<file path="src/sv/mvc_pkg.sv">
// mvc_pkg: shared types, command codes and exp2 table builder for the voice unit.
// Standalone package; used by mvc_ctrl, mvc_datapath and mpe_voice_control_unit.
package mvc_pkg;

    typedef enum logic [2:0] {
        CMD_NOTE_ON  = 3'd0,
        CMD_NOTE_OFF = 3'd1,
        CMD_GLIDE    = 3'd2,
        CMD_SLIDE    = 3'd3,
        CMD_PRESS    = 3'd4,
        CMD_TICK     = 3'd5,
        CMD_CLEAR    = 3'd6
    } cmd_code_t;

    typedef enum logic [1:0] {
        CFG_SLEW_FACTOR = 2'd0,
        CFG_BEND_UP     = 2'd1,
        CFG_BEND_DOWN   = 2'd2
    } cfg_index_t;

    typedef struct packed {
        logic [2:0]         command;
        logic [6:0]         note;
        logic signed [15:0] value;
    } cmd_word_t;

    typedef struct packed {
        logic               gate;
        logic [21:0]        pitch_hz;
        logic signed [15:0] glide_now;
        logic signed [15:0] slide_now;
        logic signed [15:0] press_now;
        logic signed [15:0] strike_level;
        logic signed [15:0] lift_level;
        logic [31:0]        voice_age;
    } rsp_word_t;

    // datapath operations, one per controller step
    typedef enum logic [3:0] {
        OP_NONE,
        OP_LOAD,
        OP_SLEW_G,
        OP_SLEW_S,
        OP_SLEW_P,
        OP_SLEW_END,
        OP_BEND,
        OP_POS,
        OP_IDX,
        OP_TBL,
        OP_MIX,
        OP_DIV,
        OP_SCALE,
        OP_ROUND,
        OP_SNAP
    } dp_op_t;

    typedef struct packed {
        logic   take;
        dp_op_t op;
    } dp_ctrl_t;

    typedef struct packed {
        logic [2:0] code;
    } dp_stat_t;

    function automatic logic [63:0] isqrt64(logic [63:0] v_in);
        logic [63:0] v;
        logic [63:0] r;
        logic [63:0] b;
        v = v_in;
        r = 64'd0;
        b = 64'd1 << 62;
        while (b > v)
            b = b >> 2;
        while (b != 64'd0)
        begin
            if (v >= r + b)
            begin
                v = v - (r + b);
                r = (r >> 1) + b;
            end
            else
            begin
                r = r >> 1;
            end
            b = b >> 2;
        end
        return r;
    endfunction

    // Q30 value of 2^(idx/2^bits), built from repeated square roots of two
    function automatic logic [31:0] exp_entry(int idx, int bits);
        logic [63:0] roots [12];
        logic [63:0] v;
        roots[0] = isqrt64(64'd1 << 61);
        for (int j = 1; j < 12; j++)
            roots[j] = (j < bits) ? isqrt64(roots[j-1] << 30) : 64'd0;
        v = 64'd1 << 30;
        for (int k = 0; k < bits; k++)
            if (((idx >> k) & 1) == 1)
                v = (v * roots[bits-1-k] + (64'd1 << 29)) >> 30;
        if (idx == (1 << bits))
            v = 64'd1 << 31;
        return v[31:0];
    endfunction

endpackage

</file>
<file path="src/sv/mvc_ctrl.sv">
// mvc_ctrl: sequencer for the voice unit; steps the datapath through each command.
// Depends on mvc_pkg.
module mvc_ctrl (
    input  logic              clk,
    input  logic              rst_n,
    input  logic              cmd_valid,
    output logic              cmd_stall,
    output logic              rsp_valid,
    input  logic              rsp_stall,
    output mvc_pkg::dp_ctrl_t ctrl,
    input  mvc_pkg::dp_stat_t stat
);
    import mvc_pkg::*;

    typedef enum logic [3:0] {
        S_IDLE, S_LOAD, S_SLEW_G, S_SLEW_S, S_SLEW_P, S_SLEW_END, S_BEND,
        S_POS, S_IDX, S_TBL, S_MIX, S_DIV, S_SCALE, S_ROUND, S_SNAP
    } state_t;

    state_t state_reg, state_next;
    logic   rsp_valid_reg, rsp_valid_next;
    logic   slot_free;
    logic   snap;

    assign slot_free = !rsp_valid_reg || !rsp_stall;
    assign snap      = (state_reg == S_SNAP) && slot_free;
    assign cmd_stall = (state_reg != S_IDLE);
    assign rsp_valid = rsp_valid_reg;

    always_comb
    begin
        ctrl.take = (state_reg == S_IDLE) && cmd_valid;
        unique case (state_reg)
            S_IDLE:     ctrl.op = OP_NONE;
            S_LOAD:     ctrl.op = OP_LOAD;
            S_SLEW_G:   ctrl.op = OP_SLEW_G;
            S_SLEW_S:   ctrl.op = OP_SLEW_S;
            S_SLEW_P:   ctrl.op = OP_SLEW_P;
            S_SLEW_END: ctrl.op = OP_SLEW_END;
            S_BEND:     ctrl.op = OP_BEND;
            S_POS:      ctrl.op = OP_POS;
            S_IDX:      ctrl.op = OP_IDX;
            S_TBL:      ctrl.op = OP_TBL;
            S_MIX:      ctrl.op = OP_MIX;
            S_DIV:      ctrl.op = OP_DIV;
            S_SCALE:    ctrl.op = OP_SCALE;
            S_ROUND:    ctrl.op = OP_ROUND;
            S_SNAP:     ctrl.op = snap ? OP_SNAP : OP_NONE;
            default:    ctrl.op = OP_NONE;
        endcase
    end

    always_comb
    begin
        state_next = state_reg;
        unique case (state_reg)
            S_IDLE:     if (ctrl.take) state_next = S_LOAD;
            S_LOAD:
            begin
                unique case (stat.code)
                    CMD_NOTE_ON: state_next = S_BEND;
                    CMD_TICK:    state_next = S_SLEW_G;
                    default:     state_next = S_SNAP;
                endcase
            end
            S_SLEW_G:   state_next = S_SLEW_S;
            S_SLEW_S:   state_next = S_SLEW_P;
            S_SLEW_P:   state_next = S_SLEW_END;
            S_SLEW_END: state_next = S_BEND;
            S_BEND:     state_next = S_POS;
            S_POS:      state_next = S_IDX;
            S_IDX:      state_next = S_TBL;
            S_TBL:      state_next = S_MIX;
            S_MIX:      state_next = S_DIV;
            S_DIV:      state_next = S_SCALE;
            S_SCALE:    state_next = S_ROUND;
            S_ROUND:    state_next = S_SNAP;
            S_SNAP:     if (snap) state_next = S_IDLE;
            default:    state_next = S_IDLE;
        endcase
        if (snap)
            rsp_valid_next = 1'b1;
        else
            rsp_valid_next = rsp_valid_reg && rsp_stall;
    end

    always_ff @(posedge clk or negedge rst_n)
    begin
        if (!rst_n)
        begin
            state_reg     <= S_IDLE;
            rsp_valid_reg <= 1'b0;
        end
        else
        begin
            state_reg     <= state_next;
            rsp_valid_reg <= rsp_valid_next;
        end
    end

    a_take_loads: assert property (@(posedge clk) disable iff (!rst_n)
        cmd_valid && !cmd_stall |=> state_reg == S_LOAD)
        else $error("accepted word did not start a load");

    a_snap_valid: assert property (@(posedge clk) disable iff (!rst_n)
        snap |=> rsp_valid_reg)
        else $error("snapshot taken without raising result valid");

    a_tick_slews: assert property (@(posedge clk) disable iff (!rst_n)
        state_reg == S_LOAD && stat.code == CMD_TICK |=> state_reg == S_SLEW_G)
        else $error("tick did not enter the slew sequence");

endmodule

</file>
<file path="config.mk">
export PLATFORM = sky130hd
export DESIGN_NAME = mvc_ctrl
export DESIGN_NICKNAME = d
export VERILOG_FILES = /design/src/sv/mvc_pkg.sv /design/src/sv/mvc_ctrl.sv
export SDC_FILE = /design/constraint.sdc
export NUM_CORES = 1
export LEC_CHECK = 0
export BUFFER_PORTS_ARGS = -buffer_cell sky130_fd_sc_hd__buf_2
export CORE_AREA = 2 2 39 41
export DETAILED_ROUTE_END_ITERATION = 16
export DIE_AREA = 0 0 41 43
export PLACE_DENSITY = 0.56
export SLEW_MARGIN = 15
export SYNTH_ARGS = -nofsm -noshare
export SYNTH_HDL_FRONTEND = slang
export SYNTH_SLANG_ARGS = --single-unit
</file>
<file path="constraint.sdc">
create_clock -name clk -period 1.8 [get_ports clk]
set_clock_uncertainty 0.2 [all_clocks]
set_input_delay 0.18 -clock clk [delete_from_list [all_inputs] [get_ports clk]]
set_output_delay 0.18 -clock clk [all_outputs]
set_load 0.005 [all_outputs]
</file>
; ---- Word-level counts from Yosys, hierarchy flattened
; Index checks and enable logic that the tools add are counted.
[op_classes]
eq_ne = 17
muxes = 7
reduce_logical = 10
[op_table]
columns = operator, count
row1 = case mux 4 bit (15 select lines), 1
row2 = case mux 4 bit (14 select lines), 1
row3 = == test 4 bit (second input constant), 7
row4 = == test 4 x 3 -> 1 bit (second input constant), 4
row5 = 2-to-1 mux 4 bit, 3
row6 = == test 4 x 2 -> 1 bit (second input constant), 2
row7 = case mux 4 bit (2 select lines), 1
row8 = == test 4 x 1 -> 1 bit (second input constant), 1
row9 = logical NOT 4 bit, 1
row10 = != test 2 bit (second input constant), 2
row11 = nonzero test 4 bit, 1
row12 = == test 3 bit (second input constant), 1
row13 = logical AND 1 bit, 3
row14 = logical NOT 3 bit, 1
row15 = logical NOT 1 bit, 2
row16 = AND reduction 2 bit, 1
row17 = logical OR 1 bit, 1
row18 = 2-to-1 mux 1 bit, 1
[word_totals]
ff_bits = 5

; ---- Longest topological paths before layout
[logic_depth]
word_depth = 5
ltp_mapped = 4
ltp_nobuf = 3

; ---- Least setup slack after synthesis
; OpenSTA, ideal clock, no wires.
[synth_timing]
kind = reg-to-reg
start = reg state_reg[0]
end = reg state_reg[3]
setup_time_ps = 134
arrival_time_ps = 1194
required_time_ps = 1466
setup_slack_ps = 272
stages_incl_launch_ff = 5
synth_period_minus_slack_ps = 1528
cell_sequence = dfrtp_1 > buf_6 > or4_4 > o21ai_2 > a32oi_1
[synth_between]
elab_chain_cells = 4
word_cells_on_any_way = 21
cone_classes = eq/ne: 16 / mux: 1 / reduce/logical: 4
[synth_lines]
columns = element, line_no
row1 = start: declaration, mvc_ctrl.sv:20  ; state_t state_reg, state_next;
row2 = start signal: assignment, mvc_ctrl.sv:96  ; state_reg <= state_next;
row3 = == test 4 bit / logical NOT 4 bit (equally long branches), "mvc_ctrl.sv:26, mvc_ctrl.sv:56, mvc_ctrl.sv:32"
row4 = "logical AND 1 bit, on equally long branches", "mvc_ctrl.sv:26, mvc_ctrl.sv:32"
row5 = != test 2 bit (no source line), n/a
row6 = AND reduction 2 bit (no source line), n/a
; Several ways; a longest one is shown, not always the timed one.
; A chain may end at the register's enable or synchronous reset.

==> flow_metrics.py <==
metrics = {
    "routing": {
        "ant_nets": 0,
        "wirelength_um": 848,
        "wl_per_cell_um": 11.5,
        "drt-initial-drc-count": 5,
        "firstDrtPassIters": 4,
        "num_vias": 363,
        "drc": 0,
        "vias_per_cell": 4.91,
    },
    "yosys": {
        "syn_area_um2": 355,
        "yosysWarningCount": 0,
        "synthCells": 37,
        "synth_cell_type_count": 23,
        "synth_top_area_frac": 0.352,
        "synth_top_area_cell": "dfrtp_1",
        "avgSynthCellArea_um2": 9.60,
        "synth_nets": 44,
        "ys_seq_area_frac": 0.352,
        "synthTopCellsByArea": "dfrtp_1 35%, o31a_1 7.4%, buf_12 5.6%",
        "ys_ff_latch": 5,
    },
    "die": {
        "core-area_mm2": 0.00138,
        "ioPinCount": 14,
        "die_w_um": 41,
        "start_util": 0.257,
        "die_h_um": 43,
        "fp.dieArea_mm2": 0.00176,
        "std_cell_rows": 14,
    },
    "grt": {
        "grt_pass1_wl_mm": 1.25,
        "grt_pass1_vias": 292,
        "grt_use_total": 0.114,
        "overflow": 0,
        "grt_max_degree": 9,
        "antenna_found_initial": 0,
    },
    "setup_path": {
        "crit_slowest_cell": "or4_4",
        "rrSetupSlack_ns": 0.19,
        "start_kind": "register",
        "cp_num_buf_inv": 1,
        "crit_type": "reg2out",
        "cp_top_family": "simple AND/OR/NAND/NOR gates",
        "crit_fanout": 3,
        "timing.rr.end": "state_reg[3]$_DFFE_PN0P_",
        "ff2ff_path_depth": 4,
        "critical_path.endpoint_type": "output port",
        "worst-endpoint-arrival_ns": 1.38,
        "crit_path_max_incr_delay_ns": 0.56,
        "worstPathRequired_ns": 1.42,
        "path_cells": "or4_4, nor2_1, buf_2",
        "reg2reg_from": "state_reg[2]$_DFFE_PN0P_",
    },
    "clocking": {
        "clock-sinks": 5,
        "cts_tree": "yes",
        "htreeDepth": 1,
        "cts_buffers": 3,
        "cts_root_buf": "clkbuf_4",
        "max-clock-path-buffers": 2,
        "path_clk_slew_ns": 0.04,
        "clock_latency_ns": 0.24,
    },
    "timing": {
        "max_slew.worst_pin.slew_ns": 0.361,
        "finalSetupViolCount": 0,
        "timing.final.crit_share": 0.976,
        "maxSlewViolCount": 0,
        "slew_headroom": 0.756,
        "min_period_ns": 1.76,
        "grt_setup_unrepaired": "true",
        "fmax_ghz": 0.569,
        "fin_ws_ns": 0.0436,
        "hold_ws_ns": 0.0344,
        "hold_violations": 0,
    },
    "layout": {
        "fin_util": 0.349,
        "seq_area_um2": 125,
        "diodes": 0,
        "fin_nets": 66,
        "final_cells": 74,
        "num-fill-cells": 159,
        "largest_register_ffs": 4,
        "drive_above_1_share": 0.466,
        "syn2layout_area_growth_pct": 35.9,
        "multiInputGateArea_um2": 180,
    },
    "worst_hold_path": {
        "min_from": "rsp_stall",
        "min_path_cells": 3,
        "hold_path_end": "rsp_valid$_DFF_PN0_",
        "min_path_type": "in2reg",
    },
    "power_and_ir_drop": {
        "leakage_nw": 0.234,
        "vdd_ir_drop_max_v": 0.000815,
        "powerDensity_mw_per_mm2": 1730,
    },
    "placed_design": {
        "gp_congestion": 0.732,
        "dp_slack_ns": 0.302,
        "port_buffers": 13,
        "dp_hpwl_um": 610,
        "dpl.cell_count": 67,
    },
    "run_status": {
        "status": "complete, no violations",
    },
    "flow_run": {
        "cap_violations": 0,
    },
}
-- through the flow --
stage	setup TNS (ns)	area (µm²)	total power [mW]
floorplan	0	355	0.560
detailed placement	0	432	0.676
finish	0	483	0.837
global route	-0.00699	483	0.909
global placement	0	432	0.686
CTS	0	468	0.820
-- cell usage in the layout, fill, tap and decap left out --
cell / synthesis / routed
a211o_2: 1 / 1
a21oi_1: 2 / 2
a311o_2: 1 / 1
a32oi_1: 1 / 1
and2_2: 1 / 1
buf_2: 0 / 13
buf_4: 0 / 5
clkbuf_1: 0 / 1
clkbuf_4: 0 / 3
dfrtp_1: 5 / 5
dlygate4sd3_1: 0 / 1
inv_1: 5 / 5
nand2_1: 3 / 3
nand3_1: 2 / 2
nand3b_1: 1 / 1
nand4b_1: 1 / 1
nor2_1: 1 / 1
nor3b_1: 1 / 1
o2111ai_1: 1 / 1
o21ai_0: 1 / 1
o21ai_2: 1 / 1
o311ai_0: 1 / 1
o31a_1: 3 / 3
or2_2: 1 / 1
or4_4: 1 / 1
xor2_1: 1 / 1
-- cells in the mapped netlist --
cell       count
o2111ai_1      1
o311ai_0       1
buf_6          1
nor3b_1        1
xor2_1         1
inv_1          5
nand4b_1       1
and2_2         1
o21ai_0        1
a311o_2        1
a21oi_1        2
dfrtp_1        5
nand2_1        3
nor2_1         1
a32oi_1        1
o31a_1         3
or2_2          1
o21ai_2        1
nand3b_1       1
a211o_2        1
or4_4          1
nand3_1        2
buf_12         1
-- repair_timing --
action,in CTS,in global routing
gates resized for setup,0,0
hold endpoints to repair,5,0
setup endpoints to repair,0,1
hold buffers,1,0
setup buffers,0,2
-- metal layers --
| layer | vias up | wire [µm] | global-route usage |
|---|---|---|---|
| met5 | - | 0 | 0 |
| met3 | 0 | 64 | 0.0785 |
| met2 | 12 | 390 | 0.134 |
| met1 | 169 | 393 | 0.147 |
| met4 | 0 | 0 | 0.0667 |
| li1 | 182 | - | - |
-- report_power, final --
group / leakage [nW] / total [mW] / internal, mW / switching [mW]
sequential: 0.0608 / 0.223 / 0.171 / 0.0518
combinational: 0.158 / 0.487 / 0.244 / 0.243
clock: 0.0150 / 0.127 / 0.0837 / 0.0437
total: 0.234 / 0.837 / 0.499 / 0.338
-- logic make-up (layout without fill, tap and decap cells) --
| group | count (synthesis) | after routing | share of synthesized area |
|---|---|---|---|
| AOI/OAI and AO/OA | 12 | 12 | 0.275 |
| and+or+nand+nor | 12 | 12 | 0.208 |
| buffers and inverters | 7 | 28 | 0.141 |
| DFF | 5 | 5 | 0.352 |
| xor gates and xnor gates | 1 | 1 | 0.0247 |
-- worst reg2reg max path, delay by kind of cell, from the launching register on --
kind	cells	cell delay, ns
buf+inv	1	0.15
simple gates	1	0.56
compound gates	2	0.21
flops	1	0.38
-- final cells by class --
| type | count | share of cell area |
|---|---|---|
| multi-input cells | 25 | 0.373 |
| flip-flops and latches | 5 | 0.259 |
| repair buffers | 19 | 0.233 |
| clock buffers | 4 | 0.0544 |
| well taps | 16 | 0.0415 |
| inverters | 5 | 0.0389 |
-- worst max-delay path by stage --
stage                             startpoint                  endpoint  slack [ns]  depth (start not counted)
floorplan           state_reg[0]$_DFFE_PN0P_  state_reg[3]$_DFFE_PN0P_        0.27                          4
global placement    state_reg[0]$_DFFE_PN0P_                   ctrl[4]        0.31                          3
detailed placement  state_reg[0]$_DFFE_PN0P_                   ctrl[4]        0.30                          3
CTS                 state_reg[0]$_DFFE_PN0P_                   ctrl[4]        0.03                          3
global route        state_reg[2]$_DFFE_PN0P_                   ctrl[4]      -0.007                          3
finish              state_reg[2]$_DFFE_PN0P_                   ctrl[4]        0.04                          3
Note: power is estimated with default switching activity, not from simulation.
